==> src/sv/touch_gesture_recognizer_defines.svh <==
// assertion macros for the touch gesture recognizer
// used by the top level only, expects i_clk and i_rst_n in scope
`ifndef TOUCH_GESTURE_RECOGNIZER_DEFINES_SVH
`define TOUCH_GESTURE_RECOGNIZER_DEFINES_SVH

// same-cycle implication
`define TGR_ASSERT_NOW(lbl, ante, cons, msg) \
    lbl: assert property (@(posedge i_clk) disable iff (!i_rst_n) (ante) |-> (cons)) \
        else $error(msg);

// next-cycle implication
`define TGR_ASSERT_NEXT(lbl, ante, cons, msg) \
    lbl: assert property (@(posedge i_clk) disable iff (!i_rst_n) (ante) |=> (cons)) \
        else $error(msg);

`endif

==> src/sv/tgr_pkg.sv <==
// shared types, codes and constants of the touch gesture recognizer
// no dependencies
package tgr_pkg;

    localparam int CORDIC_STEPS_DEF = 16;
    localparam int CW = 28;   // cordic x/y width
    localparam int ZW = 20;   // cordic angle width, q.16
    localparam int NW = 27;   // divider numerator width

    localparam logic [2:0] REQ_TAP     = 3'd0;
    localparam logic [2:0] REQ_DRAG    = 3'd1;
    localparam logic [2:0] REQ_RELEASE = 3'd2;
    localparam logic [2:0] REQ_CANCEL  = 3'd3;
    localparam logic [2:0] REQ_TICK    = 3'd4;
    localparam logic [2:0] REQ_MODAL   = 3'd5;

    localparam logic [2:0] G_NONE  = 3'd0;
    localparam logic [2:0] G_CLICK = 3'd1;
    localparam logic [2:0] G_DBL   = 3'd2;
    localparam logic [2:0] G_DRAG  = 3'd3;
    localparam logic [2:0] G_PINCH = 3'd4;
    localparam logic [2:0] G_LONG  = 3'd5;

    localparam int MB_CLICK = 0;
    localparam int MB_DRAG  = 1;
    localparam int MB_PINCH = 2;
    localparam int MB_DBL   = 3;
    localparam int MB_LONG  = 4;

    localparam logic [2:0] REG_MASK   = 3'd0;
    localparam logic [2:0] REG_DBL    = 3'd1;
    localparam logic [2:0] REG_LONG   = 3'd2;
    localparam logic [2:0] REG_THR    = 3'd3;
    localparam logic [2:0] REG_WINDOW = 3'd4;

    localparam logic [7:0]  THR_RST    = 8'd10;
    localparam logic [15:0] WINDOW_RST = 16'd300;

    localparam logic signed [ZW-1:0] PI_Q16     = 20'sd205887;
    localparam logic signed [ZW-1:0] TWO_PI_Q16 = 20'sd411775;
    localparam logic [15:0]          INV_GAIN   = 16'd39797;

    typedef struct packed {
        logic [4:0]  mask;
        logic        dbl;
        logic        lt;
        logic [7:0]  thr;
        logic [15:0] win;
    } t_cfg;

    typedef struct packed {
        logic        is_tap;
        logic        is_drag;
        logic        is_end;
        logic        is_tick;
        logic        is_modal;
        logic [7:0]  id;
        logic [15:0] x;
        logic [15:0] y;
        logic [15:0] dt;
        logic        busy;
    } t_item;

    typedef struct packed {
        logic [2:0]  gesture;
        logic        used;
        logic        claim;
        logic        rel;
        logic [15:0] pos_x;
        logic [15:0] pos_y;
        logic [16:0] move_x;
        logic [16:0] move_y;
        logic [15:0] ratio;
        logic [15:0] rot;
        logic [31:0] held;
        logic        last;
    } t_res;

    function automatic logic signed [ZW-1:0] atan_q16(input logic [4:0] i);
        logic signed [ZW-1:0] v;
        case (i)
            5'd0:    v = 20'sd51472;
            5'd1:    v = 20'sd30386;
            5'd2:    v = 20'sd16055;
            5'd3:    v = 20'sd8150;
            5'd4:    v = 20'sd4091;
            5'd5:    v = 20'sd2047;
            5'd6:    v = 20'sd1024;
            5'd7:    v = 20'sd512;
            5'd8:    v = 20'sd256;
            5'd9:    v = 20'sd128;
            5'd10:   v = 20'sd64;
            5'd11:   v = 20'sd32;
            5'd12:   v = 20'sd16;
            5'd13:   v = 20'sd8;
            5'd14:   v = 20'sd4;
            5'd15:   v = 20'sd2;
            5'd16:   v = 20'sd1;
            default: v = 20'sd0;
        endcase
        return v;
    endfunction

endpackage

==> src/sv/touch_gesture_recognizer.sv <==
// top level of the touch gesture recognizer: register port, front, back
// depends on tgr_pkg, tgr_front, tgr_back, touch_gesture_recognizer_defines.svh
//
// channel    direction  handshake                    payload
// items      in         push / full                  i_req_type .. i_group_busy
// results    out        empty / pop                  o_gesture .. o_last
// registers  in/out     psel penable pwrite pready   paddr pwdata prdata
//
// tap, drag, release, tick and modal items pass through S_EXEC and S_EMIT
// a second tap also runs the cordic unit for the start length and angle
// a pinch report runs the cordic unit, then the divider if the start length is nonzero
// the front queue holds two items, so the input stalls only while both are waiting
// the result queue holds four; an item starts only with room for two results
// reset is synchronous and needs no clearing pass
`include "touch_gesture_recognizer_defines.svh"

module touch_gesture_recognizer #(
    parameter int CORDIC_STEPS = tgr_pkg::CORDIC_STEPS_DEF
) (
    input  logic        i_clk,
    input  logic        i_rst_n,
    input  logic        psel,
    input  logic        penable,
    input  logic        pwrite,
    input  logic [4:0]  paddr,
    input  logic [31:0] pwdata,
    output logic [31:0] prdata,
    output logic        pready,
    input  logic        push,
    output logic        full,
    input  logic [2:0]  i_req_type,
    input  logic [7:0]  i_point_id,
    input  logic [15:0] i_touch_x,
    input  logic [15:0] i_touch_y,
    input  logic [15:0] i_tick_time,
    input  logic        i_group_busy,
    output logic        empty,
    input  logic        pop,
    output logic [2:0]  o_gesture,
    output logic        o_item_used,
    output logic        o_claim_group,
    output logic        o_release_group,
    output logic [15:0] o_pos_x,
    output logic [15:0] o_pos_y,
    output logic [16:0] o_move_x,
    output logic [16:0] o_move_y,
    output logic [15:0] o_pinch_ratio,
    output logic [15:0] o_rotation,
    output logic [31:0] o_held_time,
    output logic        o_last
);
    import tgr_pkg::*;

    t_cfg       r_cfg;
    logic       cfg_wr;
    logic [2:0] reg_idx;
    logic       f_valid, f_pop;
    t_item      f_item;
    t_res       res;

    assign pready  = 1'b1;
    assign reg_idx = paddr[4:2];
    assign cfg_wr  = psel && penable && pwrite && pready;

    always_comb begin
        case (reg_idx)
            REG_MASK:   prdata = {27'd0, r_cfg.mask};
            REG_DBL:    prdata = {31'd0, r_cfg.dbl};
            REG_LONG:   prdata = {31'd0, r_cfg.lt};
            REG_THR:    prdata = {24'd0, r_cfg.thr};
            REG_WINDOW: prdata = {16'd0, r_cfg.win};
            default:    prdata = 32'd0;
        endcase
    end

    always_ff @(posedge i_clk) begin
        if (!i_rst_n) begin
            r_cfg.mask <= '0;
            r_cfg.dbl  <= 1'b0;
            r_cfg.lt   <= 1'b0;
            r_cfg.thr  <= THR_RST;
            r_cfg.win  <= WINDOW_RST;
        end else if (cfg_wr) begin
            case (reg_idx)
                REG_MASK:   r_cfg.mask <= pwdata[4:0];
                REG_DBL:    r_cfg.dbl  <= pwdata[0];
                REG_LONG:   r_cfg.lt   <= pwdata[0];
                REG_THR:    r_cfg.thr  <= pwdata[7:0];
                REG_WINDOW: r_cfg.win  <= pwdata[15:0];
                default:    ;
            endcase
        end
    end

    tgr_front u_front (
        .i_clk        (i_clk),
        .i_rst_n      (i_rst_n),
        .push         (push),
        .full         (full),
        .i_req_type   (i_req_type),
        .i_point_id   (i_point_id),
        .i_touch_x    (i_touch_x),
        .i_touch_y    (i_touch_y),
        .i_tick_time  (i_tick_time),
        .i_group_busy (i_group_busy),
        .o_valid      (f_valid),
        .o_item       (f_item),
        .i_pop        (f_pop)
    );

    tgr_back #(.CORDIC_STEPS(CORDIC_STEPS)) u_back (
        .i_clk        (i_clk),
        .i_rst_n      (i_rst_n),
        .i_cfg        (r_cfg),
        .i_item_valid (f_valid),
        .i_item       (f_item),
        .o_item_pop   (f_pop),
        .o_empty      (empty),
        .i_pop        (pop),
        .o_res        (res)
    );

    assign o_gesture       = res.gesture;
    assign o_item_used     = res.used;
    assign o_claim_group   = res.claim;
    assign o_release_group = res.rel;
    assign o_pos_x         = res.pos_x;
    assign o_pos_y         = res.pos_y;
    assign o_move_x        = res.move_x;
    assign o_move_y        = res.move_y;
    assign o_pinch_ratio   = res.ratio;
    assign o_rotation      = res.rot;
    assign o_held_time     = res.held;
    assign o_last          = res.last;

    `TGR_ASSERT_NOW(a_claim_rel, !empty, !(o_claim_group && o_release_group), "claim and release together")
    `TGR_ASSERT_NOW(a_move_drag, !empty && o_gesture != G_DRAG, o_move_x == 17'd0 && o_move_y == 17'd0, "move offset outside drag")
    `TGR_ASSERT_NOW(a_held_long, !empty && o_gesture != G_LONG, o_held_time == 32'd0, "held time outside long tap")
    `TGR_ASSERT_NEXT(a_cfg_thr, cfg_wr && reg_idx == REG_THR, r_cfg.thr == $past(pwdata[7:0]), "threshold write lost")

endmodule

==> src/sv/tgr_front.sv <==
// front end: accepts touch items, classifies them and queues two deep
// depends on tgr_pkg
module tgr_front (
    input  logic          i_clk,
    input  logic          i_rst_n,
    input  logic          push,
    output logic          full,
    input  logic [2:0]    i_req_type,
    input  logic [7:0]    i_point_id,
    input  logic [15:0]   i_touch_x,
    input  logic [15:0]   i_touch_y,
    input  logic [15:0]   i_tick_time,
    input  logic          i_group_busy,
    output logic          o_valid,
    output tgr_pkg::t_item o_item,
    input  logic          i_pop
);
    import tgr_pkg::*;

    t_item      r_q [2];
    logic       r_wp, r_rp;
    logic [1:0] r_cnt;
    t_item      cls;
    logic       wr, rd;

    always_comb begin
        cls          = '0;
        cls.is_tap   = (i_req_type == REQ_TAP);
        cls.is_drag  = (i_req_type == REQ_DRAG);
        cls.is_end   = (i_req_type == REQ_RELEASE) || (i_req_type == REQ_CANCEL);
        cls.is_tick  = (i_req_type == REQ_TICK);
        cls.is_modal = (i_req_type == REQ_MODAL);
        cls.id       = i_point_id;
        cls.x        = i_touch_x;
        cls.y        = i_touch_y;
        cls.dt       = i_tick_time;
        cls.busy     = i_group_busy;
    end

    assign full    = (r_cnt == 2'd2);
    assign o_valid = (r_cnt != 2'd0);
    assign o_item  = r_q[r_rp];
    assign wr      = push && !full;
    assign rd      = i_pop && o_valid;

    always_ff @(posedge i_clk) begin
        if (!i_rst_n) begin
            r_wp  <= 1'b0;
            r_rp  <= 1'b0;
            r_cnt <= 2'd0;
        end else begin
            if (wr) r_wp <= !r_wp;
            if (rd) r_rp <= !r_rp;
            r_cnt <= r_cnt + {1'b0, wr} - {1'b0, rd};
        end
    end

    always_ff @(posedge i_clk) begin
        if (wr) r_q[r_wp] <= cls;
    end

endmodule

==> src/sv/tgr_cordic.sv <==
// vectoring cordic: length and angle of (dx, dy), one rotation per cycle
// depends on tgr_pkg
module tgr_cordic #(
    parameter int CORDIC_STEPS = tgr_pkg::CORDIC_STEPS_DEF
) (
    input  logic        i_clk,
    input  logic        i_rst_n,
    input  logic        i_start,
    input  logic [16:0] i_dx,
    input  logic [16:0] i_dy,
    output logic        o_done,
    output logic [17:0] o_len,
    output logic [15:0] o_ang
);
    import tgr_pkg::*;

    localparam int SW = $clog2(CORDIC_STEPS);

    typedef enum logic [3:0] {
        C_IDLE = 4'b0001,
        C_ITER = 4'b0010,
        C_MUL  = 4'b0100,
        C_OUT  = 4'b1000
    } t_cst;

    t_cst                 r_st, n_st;
    logic signed [CW-1:0] r_x, r_y, n_x, n_y;
    logic signed [ZW-1:0] r_z, n_z, r_base, n_base;
    logic [SW-1:0]        r_i, n_i;
    logic [42:0]          r_prod, n_prod;
    logic [15:0]          r_ang, n_ang;

    logic signed [CW-1:0] x0, y0, xs, ys;
    logic signed [ZW-1:0] zb;
    logic [26:0]          xc;
    logic [43:0]          rnd;

    always_comb begin
        n_st   = r_st;
        n_x    = r_x;
        n_y    = r_y;
        n_z    = r_z;
        n_base = r_base;
        n_i    = r_i;
        n_prod = r_prod;
        n_ang  = r_ang;
        x0     = $signed({{(CW-25){i_dx[16]}}, i_dx, 8'd0});
        y0     = $signed({{(CW-25){i_dy[16]}}, i_dy, 8'd0});
        xs     = r_x >>> r_i;
        ys     = r_y >>> r_i;
        zb     = r_z + r_base;
        if (zb < 0) zb = zb + TWO_PI_Q16;
        if (zb >= TWO_PI_Q16) zb = zb - TWO_PI_Q16;
        xc     = r_x[CW-1] ? 27'd0 : r_x[26:0];
        case (r_st)
            C_IDLE: begin
                if (i_start) begin
                    n_z  = '0;
                    n_i  = '0;
                    if (i_dx == 17'd0 && i_dy == 17'd0) begin
                        // coincident points: no rotation, length and angle zero
                        n_x    = '0;
                        n_y    = '0;
                        n_base = '0;
                        n_st   = C_MUL;
                    end else begin
                        n_x    = i_dx[16] ? -x0 : x0;
                        n_y    = i_dx[16] ? -y0 : y0;
                        n_base = i_dx[16] ? PI_Q16 : '0;
                        n_st   = C_ITER;
                    end
                end
            end
            C_ITER: begin
                if (!r_y[CW-1]) begin
                    n_x = r_x + ys;
                    n_y = r_y - xs;
                    n_z = r_z + atan_q16(5'(r_i));
                end else begin
                    n_x = r_x - ys;
                    n_y = r_y + xs;
                    n_z = r_z - atan_q16(5'(r_i));
                end
                n_i = r_i + 1'b1;
                if (r_i == SW'(CORDIC_STEPS - 1)) n_st = C_MUL;
            end
            C_MUL: begin
                n_prod = xc * INV_GAIN;
                n_ang  = 16'((20'(zb) + 20'd8) >> 4);
                n_st   = C_OUT;
            end
            C_OUT: begin
                n_st = C_IDLE;
            end
            default: n_st = C_IDLE;
        endcase
    end

    always_comb begin
        rnd    = {1'b0, r_prod} + 44'h0000_0800_000;
        o_len  = (rnd[43:24] > 20'd262143) ? 18'h3FFFF : rnd[41:24];
        o_ang  = r_ang;
        o_done = (r_st == C_OUT);
    end

    always_ff @(posedge i_clk) begin
        if (!i_rst_n) begin
            r_st <= C_IDLE;
        end else begin
            r_st <= n_st;
        end
    end

    always_ff @(posedge i_clk) begin
        r_x    <= n_x;
        r_y    <= n_y;
        r_z    <= n_z;
        r_base <= n_base;
        r_i    <= n_i;
        r_prod <= n_prod;
        r_ang  <= n_ang;
    end

endmodule

==> src/sv/tgr_div.sv <==
// restoring divider for the pinch ratio, one quotient bit per cycle
// depends on tgr_pkg
module tgr_div (
    input  logic        i_clk,
    input  logic        i_rst_n,
    input  logic        i_start,
    input  logic [26:0] i_num,
    input  logic [17:0] i_den,
    output logic        o_done,
    output logic [15:0] o_ratio
);
    import tgr_pkg::*;

    logic          r_busy;
    logic [4:0]    r_n;
    logic [18:0]   r_rem;
    logic [NW-1:0] r_q;
    logic [17:0]   r_den;
    logic [18:0]   rem2;
    logic          qb;

    always_comb begin
        rem2 = {r_rem[17:0], r_q[NW-1]};
        qb   = (rem2 >= {1'b0, r_den});
        if (qb) rem2 = rem2 - {1'b0, r_den};
    end

    assign o_done  = r_busy && (r_n == 5'(NW - 1));
    assign o_ratio = (|r_q[NW-2:15]) ? 16'hFFFF : {r_q[14:0], qb};

    always_ff @(posedge i_clk) begin
        if (!i_rst_n) begin
            r_busy <= 1'b0;
        end else if (i_start) begin
            r_busy <= 1'b1;
        end else if (o_done) begin
            r_busy <= 1'b0;
        end
    end

    always_ff @(posedge i_clk) begin
        if (i_start) begin
            r_n   <= '0;
            r_rem <= '0;
            r_q   <= i_num;
            r_den <= i_den;
        end else if (r_busy) begin
            r_n   <= r_n + 5'd1;
            r_rem <= rem2;
            r_q   <= {r_q[NW-2:0], qb};
        end
    end

endmodule

==> src/sv/tgr_back.sv <==
// back end: gesture state, sequencer over cordic and divider, result queue
// depends on tgr_pkg, tgr_cordic, tgr_div
module tgr_back #(
    parameter int CORDIC_STEPS = tgr_pkg::CORDIC_STEPS_DEF
) (
    input  logic           i_clk,
    input  logic           i_rst_n,
    input  tgr_pkg::t_cfg  i_cfg,
    input  logic           i_item_valid,
    input  tgr_pkg::t_item i_item,
    output logic           o_item_pop,
    output logic           o_empty,
    input  logic           i_pop,
    output tgr_pkg::t_res  o_res
);
    import tgr_pkg::*;

    typedef enum logic [6:0] {
        S_IDLE  = 7'b0000001,
        S_EXEC  = 7'b0000010,
        S_CST   = 7'b0000100,
        S_CORD  = 7'b0001000,
        S_DIV   = 7'b0010000,
        S_EMIT  = 7'b0100000,
        S_EMIT2 = 7'b1000000
    } t_st;

    t_st         r_st, n_st;
    t_item       r_item, n_item;
    logic        r_ctl, n_ctl;
    logic [1:0]  r_cnt, n_cnt;
    logic [7:0]  r_ids [2];
    logic [7:0]  n_ids [2];
    logic        r_moved [2];
    logic        n_moved [2];
    logic [15:0] r_px [2];
    logic [15:0] n_px [2];
    logic [15:0] r_py [2];
    logic [15:0] n_py [2];
    logic [15:0] r_tap_x, n_tap_x, r_tap_y, n_tap_y;
    logic [16:0] r_exc_x, n_exc_x, r_exc_y, n_exc_y;
    logic [17:0] r_slen, n_slen;
    logic [15:0] r_sang, n_sang;
    logic [31:0] r_hold, n_hold;
    logic        r_pend, n_pend;
    logic [16:0] r_timer, n_timer;
    logic [15:0] r_ck_x, n_ck_x, r_ck_y, n_ck_y;
    logic        r_ctf, n_ctf;
    t_res        r_res0, n_res0, r_res1, n_res1;
    logic        r_two, n_two;
    logic        r_tapm, n_tapm;

    t_res        r_oq [4];
    logic [1:0]  r_owp, r_orp;
    logic [2:0]  r_ocnt;
    logic        opush, opop;
    t_res        opay;

    logic        c_start, c_done, d_start, d_done;
    logic [17:0] c_len;
    logic [15:0] c_ang, d_ratio;
    logic [26:0] d_num;
    logic [16:0] c_dx, c_dy;

    logic               pos0, pos1, found, pidx, ix, meas, gate_lt, lt_fire, ct_fire;
    logic signed [16:0] mx, my, rx, ry;
    logic [16:0]        ax, ay, exx, exy, thr17, tsat;
    logic [32:0]        hsum;
    logic [17:0]        tsum;
    t_res               lt_res, ct_res;

    assign c_dx = 17'({r_px[1][15], r_px[1]} - {r_px[0][15], r_px[0]});
    assign c_dy = 17'({r_py[1][15], r_py[1]} - {r_py[0][15], r_py[0]});
    assign d_num = {1'b0, c_len, 8'd0} + {10'd0, r_slen[17:1]};

    tgr_cordic #(.CORDIC_STEPS(CORDIC_STEPS)) u_cordic (
        .i_clk   (i_clk),
        .i_rst_n (i_rst_n),
        .i_start (c_start),
        .i_dx    (c_dx),
        .i_dy    (c_dy),
        .o_done  (c_done),
        .o_len   (c_len),
        .o_ang   (c_ang)
    );

    tgr_div u_div (
        .i_clk   (i_clk),
        .i_rst_n (i_rst_n),
        .i_start (d_start),
        .i_num   (d_num),
        .i_den   (r_slen),
        .o_done  (d_done),
        .o_ratio (d_ratio)
    );

    always_comb begin
        n_st    = r_st;
        n_item  = r_item;
        n_ctl   = r_ctl;
        n_cnt   = r_cnt;
        n_ids   = r_ids;
        n_moved = r_moved;
        n_px    = r_px;
        n_py    = r_py;
        n_tap_x = r_tap_x;
        n_tap_y = r_tap_y;
        n_exc_x = r_exc_x;
        n_exc_y = r_exc_y;
        n_slen  = r_slen;
        n_sang  = r_sang;
        n_hold  = r_hold;
        n_pend  = r_pend;
        n_timer = r_timer;
        n_ck_x  = r_ck_x;
        n_ck_y  = r_ck_y;
        n_ctf   = r_ctf;
        n_res0  = r_res0;
        n_res1  = r_res1;
        n_two   = r_two;
        n_tapm  = r_tapm;
        o_item_pop = 1'b0;
        c_start = 1'b0;
        d_start = 1'b0;
        opush   = 1'b0;
        opay    = r_res0;
        meas    = 1'b0;
        lt_res  = '0;
        ct_res  = '0;
        lt_fire = 1'b0;
        ct_fire = 1'b0;

        pos1  = (r_cnt == 2'd2) && (r_ids[1] == r_item.id);
        pos0  = (r_cnt != 2'd0) && (r_ids[0] == r_item.id);
        found = pos0 || pos1;
        pidx  = pos1;
        ix    = r_cnt[0];
        mx    = $signed({r_item.x[15], r_item.x}) - $signed({r_tap_x[15], r_tap_x});
        my    = $signed({r_item.y[15], r_item.y}) - $signed({r_tap_y[15], r_tap_y});
        rx    = -mx;
        ry    = -my;
        ax    = mx[16] ? rx : mx;
        ay    = my[16] ? ry : my;
        exx   = (ax > r_exc_x) ? ax : r_exc_x;
        exy   = (ay > r_exc_y) ? ay : r_exc_y;
        thr17 = {9'd0, i_cfg.thr};
        hsum  = {1'b0, r_hold} + {17'd0, r_item.dt};
        tsum  = {1'b0, r_timer} + {2'd0, r_item.dt};
        tsat  = tsum[17] ? 17'h1FFFF : tsum[16:0];
        gate_lt = i_cfg.lt && !r_item.busy && !i_cfg.mask[MB_LONG];

        case (r_st)
            S_IDLE: begin
                // room for two results before an item is taken
                if (i_item_valid && r_ocnt <= 3'd2) begin
                    o_item_pop = 1'b1;
                    n_item     = i_item;
                    n_st       = S_EXEC;
                end
            end
            S_EXEC: begin
                n_res0 = '0;
                n_res1 = '0;
                n_two  = 1'b0;
                n_tapm = 1'b0;
                if (r_item.is_tap) begin
                    if (r_cnt < 2'd2 && !(r_cnt == 2'd0 && r_item.busy)) begin
                        n_res0.claim = 1'b1;
                        n_res0.used  = 1'b1;
                        n_ids[ix]    = r_item.id;
                        n_moved[ix]  = 1'b0;
                        n_px[ix]     = r_item.x;
                        n_py[ix]     = r_item.y;
                        if (r_cnt == 2'd0) begin
                            n_hold  = '0;
                            n_tap_x = r_item.x;
                            n_tap_y = r_item.y;
                            n_exc_x = '0;
                            n_exc_y = '0;
                        end else begin
                            meas   = 1'b1;
                            n_tapm = 1'b1;
                        end
                        n_cnt = r_cnt + 2'd1;
                        n_ctl = 1'b1;
                    end
                end else if (r_item.is_drag) begin
                    if (r_ctl && found && r_cnt == 2'd1) begin
                        n_exc_x     = exx;
                        n_exc_y     = exy;
                        n_res0.used = 1'b1;
                        if (exx >= thr17 || exy >= thr17) begin
                            n_moved[pidx] = 1'b1;
                            if (!r_item.busy && !i_cfg.mask[MB_DRAG]) begin
                                n_res0.gesture = G_DRAG;
                                n_res0.pos_x   = r_item.x;
                                n_res0.pos_y   = r_item.y;
                                n_res0.move_x  = mx;
                                n_res0.move_y  = my;
                            end
                        end
                    end else if (r_ctl && found && r_cnt == 2'd2) begin
                        n_px[pidx]  = r_item.x;
                        n_py[pidx]  = r_item.y;
                        n_res0.used = 1'b1;
                        if (!r_item.busy && !i_cfg.mask[MB_PINCH]) begin
                            n_res0.gesture = G_PINCH;
                            meas           = 1'b1;
                        end
                    end
                end else if (r_item.is_end) begin
                    if (r_ctl) begin
                        if (r_cnt == 2'd1) begin
                            if (r_ids[0] == r_item.id) begin
                                n_res0.used = 1'b1;
                                n_ctl = 1'b0;
                                n_cnt = 2'd0;
                                if (r_exc_x < thr17 && r_exc_y < thr17) begin
                                    if (!r_pend) begin
                                        n_pend  = 1'b1;
                                        n_timer = '0;
                                        n_ck_x  = r_tap_x;
                                        n_ck_y  = r_tap_y;
                                    end else if (r_timer < {1'b0, i_cfg.win}) begin
                                        // second click inside the window
                                        n_pend  = 1'b0;
                                        n_timer = '0;
                                        if (i_cfg.dbl) begin
                                            if (!r_item.busy && !i_cfg.mask[MB_DBL])
                                                n_res0.gesture = G_DBL;
                                        end else if (!r_item.busy && !i_cfg.mask[MB_CLICK]
                                                     && !r_ctf) begin
                                            n_ctf          = 1'b1;
                                            n_res0.gesture = G_CLICK;
                                        end
                                        if (n_res0.gesture != G_NONE) begin
                                            n_res0.pos_x = r_ck_x;
                                            n_res0.pos_y = r_ck_y;
                                        end
                                        n_res0.rel = 1'b1;
                                    end
                                end else if (!r_item.busy && !i_cfg.mask[MB_DRAG]) begin
                                    n_res0.gesture = G_DRAG;
                                    n_res0.pos_x   = r_item.x;
                                    n_res0.pos_y   = r_item.y;
                                    n_res0.move_x  = mx;
                                    n_res0.move_y  = my;
                                    n_res0.rel     = 1'b1;
                                end
                            end
                        end else if (r_cnt == 2'd2) begin
                            if (found) begin
                                n_px[pidx]  = r_item.x;
                                n_py[pidx]  = r_item.y;
                                n_res0.used = 1'b1;
                                n_res0.rel  = 1'b1;
                                n_ctl       = 1'b0;
                                n_cnt       = 2'd0;
                                if (!r_item.busy && !i_cfg.mask[MB_PINCH]) begin
                                    n_res0.gesture = G_PINCH;
                                    meas           = 1'b1;
                                end
                            end
                        end else begin
                            n_ctl = 1'b0;
                            n_cnt = 2'd0;
                        end
                    end
                end else if (r_item.is_tick) begin
                    if (r_cnt == 2'd1 && !r_moved[0]) begin
                        if (r_hold != 32'd0 && gate_lt) begin
                            lt_fire        = 1'b1;
                            lt_res.gesture = G_LONG;
                            lt_res.pos_x   = r_tap_x;
                            lt_res.pos_y   = r_tap_y;
                            lt_res.held    = r_hold;
                            lt_res.rel     = 1'b1;
                        end
                        n_hold = hsum[32] ? 32'hFFFF_FFFF : hsum[31:0];
                    end
                    if (r_pend) begin
                        n_timer = tsat;
                        if (tsat >= {1'b0, i_cfg.win}) begin
                            n_timer    = '0;
                            n_pend     = 1'b0;
                            ct_fire    = 1'b1;
                            ct_res.rel = 1'b1;
                            if (!r_item.busy && !i_cfg.mask[MB_CLICK] && !r_ctf) begin
                                ct_res.gesture = G_CLICK;
                                ct_res.pos_x   = r_ck_x;
                                ct_res.pos_y   = r_ck_y;
                            end
                        end
                    end
                    // the one-click-per-frame limit resets at every tick
                    n_ctf  = 1'b0;
                    n_res0 = lt_fire ? lt_res : ct_res;
                    n_res1 = ct_res;
                    n_two  = lt_fire && ct_fire;
                end else if (r_item.is_modal) begin
                    n_ctl  = 1'b0;
                    n_cnt  = 2'd0;
                    n_pend = 1'b0;
                end
                n_st = meas ? S_CST : S_EMIT;
            end
            S_CST: begin
                c_start = 1'b1;
                n_st    = S_CORD;
            end
            S_CORD: begin
                if (c_done) begin
                    if (r_tapm) begin
                        n_slen = c_len;
                        n_sang = c_ang;
                        n_st   = S_EMIT;
                    end else begin
                        n_res0.rot = c_ang - r_sang;
                        if (r_slen == 18'd0) begin
                            n_res0.ratio = 16'hFFFF;
                            n_st         = S_EMIT;
                        end else begin
                            d_start = 1'b1;
                            n_st    = S_DIV;
                        end
                    end
                end
            end
            S_DIV: begin
                if (d_done) begin
                    n_res0.ratio = d_ratio;
                    n_st         = S_EMIT;
                end
            end
            S_EMIT: begin
                opush     = 1'b1;
                opay      = r_res0;
                opay.last = !r_two;
                n_st      = r_two ? S_EMIT2 : S_IDLE;
            end
            S_EMIT2: begin
                opush     = 1'b1;
                opay      = r_res1;
                opay.last = 1'b1;
                n_st      = S_IDLE;
            end
            default: n_st = S_IDLE;
        endcase
    end

    assign o_empty = (r_ocnt == 3'd0);
    assign o_res   = r_oq[r_orp];
    assign opop    = i_pop && !o_empty;

    always_ff @(posedge i_clk) begin
        if (!i_rst_n) begin
            r_st       <= S_IDLE;
            r_ctl      <= 1'b0;
            r_cnt      <= 2'd0;
            r_moved[0] <= 1'b0;
            r_moved[1] <= 1'b0;
            r_exc_x    <= '0;
            r_exc_y    <= '0;
            r_hold     <= '0;
            r_pend     <= 1'b0;
            r_timer    <= '0;
            r_ctf      <= 1'b0;
            r_owp      <= '0;
            r_orp      <= '0;
            r_ocnt     <= '0;
        end else begin
            r_st    <= n_st;
            r_ctl   <= n_ctl;
            r_cnt   <= n_cnt;
            r_moved <= n_moved;
            r_exc_x <= n_exc_x;
            r_exc_y <= n_exc_y;
            r_hold  <= n_hold;
            r_pend  <= n_pend;
            r_timer <= n_timer;
            r_ctf   <= n_ctf;
            if (opush) r_owp <= r_owp + 2'd1;
            if (opop)  r_orp <= r_orp + 2'd1;
            r_ocnt  <= r_ocnt + {2'd0, opush} - {2'd0, opop};
        end
    end

    always_ff @(posedge i_clk) begin
        r_item  <= n_item;
        r_ids   <= n_ids;
        r_px    <= n_px;
        r_py    <= n_py;
        r_tap_x <= n_tap_x;
        r_tap_y <= n_tap_y;
        r_slen  <= n_slen;
        r_sang  <= n_sang;
        r_ck_x  <= n_ck_x;
        r_ck_y  <= n_ck_y;
        r_res0  <= n_res0;
        r_res1  <= n_res1;
        r_two   <= n_two;
        r_tapm  <= n_tapm;
        if (opush) r_oq[r_owp] <= opay;
    end

endmodule
==> config.mk <==
export PLATFORM = sky130hd
export DESIGN_NAME = touch_gesture_recognizer
export DESIGN_NICKNAME = d
export VERILOG_FILES = /design/src/sv/tgr_pkg.sv /design/src/sv/touch_gesture_recognizer.sv /design/src/sv/tgr_front.sv /design/src/sv/tgr_cordic.sv /design/src/sv/tgr_div.sv /design/src/sv/tgr_back.sv
export VERILOG_INCLUDE_DIRS = /design/src /design/src/sv
export SDC_FILE = /design/constraint.sdc
export NUM_CORES = 2
export LEC_CHECK = 0
export BUFFER_PORTS_ARGS = -buffer_cell sky130_fd_sc_hd__buf_2
export CAP_MARGIN = 25
export CORE_MARGIN = 2
export CORE_UTILIZATION = 55
export CTS_BUF_LIST = sky130_fd_sc_hd__clkbuf_4 sky130_fd_sc_hd__clkbuf_8
export DETAILED_ROUTE_END_ITERATION = 6
export GPL_TIMING_DRIVEN = 0
export HOLD_SLACK_MARGIN = 0.03
export PLACE_DENSITY_LB_ADDON = 0.1
export SYNTH_ARGS = -nofsm -noshare
export SYNTH_HDL_FRONTEND = slang
export SYNTH_SLANG_ARGS = --single-unit
==> constraint.sdc <==
create_clock -name i_clk -period 16.4 [get_ports i_clk]
set_input_delay 0.82 -clock i_clk [delete_from_list [all_inputs] [get_ports i_clk]]
set_output_delay 0.82 -clock i_clk [all_outputs]
set_load 0.1 [all_outputs]
==> results_dict.tcl <==
set metrics [dict create \
    hold_viol 0 \
    io_buffers 239 \
    r2r-start "u_back.r_item[23]" \
    cts_setup_buffers 0 \
    ys_seq_area_frac 0.500 \
    yosysUniqueCellTypes 111 \
    fin_util 0.624 \
    worstSetupPathType "reg2reg" \
    slew-limit-headroom 0.270 \
    min_from "pwdata[15]" \
    status "complete, no violations" \
    final_cell_mix "1,246 x edfxtp_1, 612 x inv_1, 517 x nor2_1" \
    startpoint_type "register" \
    grt_max_degree 98 \
    fin_nets 8430 \
    crit_path_end_kind "register" \
    endpoint "u_back.r_res0[65]" \
    vias 57400 \
    worst_pin_slew_ns 1.10 \
    cpMostUsedCell "clkbuf_1" \
    die_y_um 390 \
    drtPass1Iterations 6 \
    synth_fa_ha_area_frac 0.128 \
    synth_edf_count 1246 \
    track_usage 0.287 \
    design.die.area_um2 152000 \
    area_growth_pct 12.5 \
    yosysWarnings 0 \
    overflow 0 \
    syn_inst 6985 \
    hold_buffers 63 \
    layout_commonest_cell "edfxtp_1" \
    ioPinCount 276 \
    clkLatencyLatePin_ns 0.96 \
    fin_area_um2 92400 \
    antenna_found_initial 8 \
    drtIter0Drc 4619 \
    critPathMaxStageDelay_ns 0.67 \
    cp_max_fo 10 \
    chipWidth_um 390 \
    synthMuxAreaShare 0.0728 \
    synth_top_family_by_area "adder cells" \
    place_area_um2 86800 \
    rsz0062_at_grt "no" \
    p_per_area_nw_per_um2 126 \
    finalCriticalPeriod_ns 11.28 \
    whs_path_depth 3 \
    grt_pass1_wl_um 335000 \
    setup_violations 0 \
    drt_wl_total_um 220000 \
    setup_ws_ns 5.12 \
    cts-htree-levels 4 \
    maxCapViolations 0 \
    fmax_mhz 88.7 \
    ys_async_sr_fraction 0 \
    core_area_um2 148000 \
    num_rows 141 \
    initial_utilization 0.555 \
    fin_tns_setup_ns 0 \
    clock_sinks 1430 \
    cp_data_arrival_time_ns 11.82 \
    avgSynthCellArea_um2 11.8 \
    cts_root_buffer "clkbuf_8" \
    r2r_setup_slack_ns 5.12 \
    yosys.area_share.xor_xnor 0.0383 \
    post_cts_resized 0 \
    drive_above_1_share 0.141 \
    numCtsBuffers 229 \
    routedWlPerCell_um 22.6 \
    synth_simple_gate_area_frac 0.113 \
    p_leak_nw 36.2 \
    synthFlopType "edfxtp_1" \
    final.setup_skew_ns 0.0573 \
    peakVddDrop_mv 0.184 \
    cts.path.max_buffers 3 \
    hold_class "in2reg" \
    stdcell_count 9737 \
    place_congestion 0.973 \
    synth_compound_area_frac 0.105 \
    via_per_inst 5.90 \
    dp_worst_setup_slack_ns 5.41 \
    rr_worst_depth 40 \
    hold-worst-slack_ns 0.115 \
    grt_pass1_vias 57000 \
    ant_nets 0 \
    dp_hpwl_um 166000 \
    clk_pin_slew_ns 0.06 \
    worstSetupStartpoint "u_back.r_item[23]" \
    required_ns 16.94 \
    power_mw 11.6 \
    cts_tree "built" \
    timing.rr.end "u_back.r_res0[65]" \
    placed_cells 9235 \
    min_period_over_period 0.688 \
    ys_seq_elements 1430 \
    drc_errors 0 \
    synth_area_um2 82100 \
    drv_slew 0 \
    critPathSlowestCell "clkbuf_1" \
]
cell families after synthesis:
group,count (synthesis)
xor gates and xnor gates,357
buffers and inverters,890
adders and majority gates,720
other,2
AOI/OAI and AO/OA,1319
and+or+nand+nor,1910
muxes,357
DFF,1430
synthesized netlist by cell type (all sizes together) (132+ instances only):
master | n | area (um2)
a21oi | 354 | 1780
and2 | 182 | 1140
clkbuf | 208 | 781
dfxtp | 184 | 3680
edfxtp | 1246 | 37400
fa | 204 | 4080
ha | 516 | 6460
inv | 615 | 2310
mux4 | 180 | 4050
nand2 | 482 | 1810
nand3 | 145 | 726
nor2 | 520 | 1950
nor3 | 138 | 711
o21ai | 288 | 1450
xnor2 | 225 | 1980
xor2 | 132 | 1170
routing by layer:
layer | track usage | up-vias | part of all wire
li1 | - | 26800 | -
met5 | 0 | - | 0.00019
met1 | 0.395 | 28300 | 0.43
met2 | 0.471 | 1988 | 0.48
met3 | 0.0440 | 339 | 0.065
met4 | 0.0894 | 6 | 0.028
worst min-delay path by stage:
stage | end | slack, ns
after CTS | r_cfg[8] | 0.03
after global routing | r_cfg[8] | 0.07
after detailed placement | u_back.u_div.r_den[0] | 0.44
after floorplan | u_back.r_sang[0] | 0.43
final | r_cfg[15] | 0.12
after global placement | u_back.u_div.r_den[0] | 0.44
critical path, delay by kind of cell (launching register included):
family	cells	cell delay (ns)
buf+inv	6	2.33
simple gates	12	2.19
flops	1	0.59
compound gates	18	4.45
fa+ha+maj	3	1.05
xor+xnor	1	0.25
cell type report:
| type | instances | area, um2 |
|---|---|---|
| fillers | 11800 | 55600 |
| plain buffers | 274 | 1120 |
| diodes | 2 | 5.00 |
| clock inverters | 102 | 962 |
| flip-flops and latches | 1430 | 41100 |
| clock buffers | 328 | 3970 |
| well taps | 1930 | 2410 |
| inverters | 616 | 2320 |
| repair buffers | 375 | 2780 |
| multi-input cells | 4680 | 37700 |
where the power goes:
| part | internal, mW | switching, mW | total (mW) |
|---|---|---|---|
| clock network | 1.80 | 1.47 | 3.26 |
| logic | 1.25 | 2.75 | 4.00 |
| registers | 4.17 | 0.164 | 4.33 |
| total | 7.21 | 4.38 | 11.6 |
state kept, by name, summed over array words and instances, names as in the netlist, 17 cells and up, named ones only:
name / cells
u_back.r_timer: 17
u_back.r_res1: 34
u_back.u_cordic.r_prod: 20
u_front.r_q: 124
u_back.r_item: 62
u_back.u_cordic.r_z: 20
u_back.u_cordic.r_y: 28
r_cfg: 31
u_back.u_div.r_rem: 18
u_back.r_hold: 32
u_back.r_py: 32
u_back.r_slen: 18
u_back.r_res0: 136
u_back.r_oq: 548
u_back.r_exc_y: 17
u_back.r_exc_x: 17
u_back.r_px: 32
u_back.u_div.r_q: 27
u_back.u_div.r_den: 18
u_back.u_cordic.r_x: 28
(Power assumes the default switching activity.)
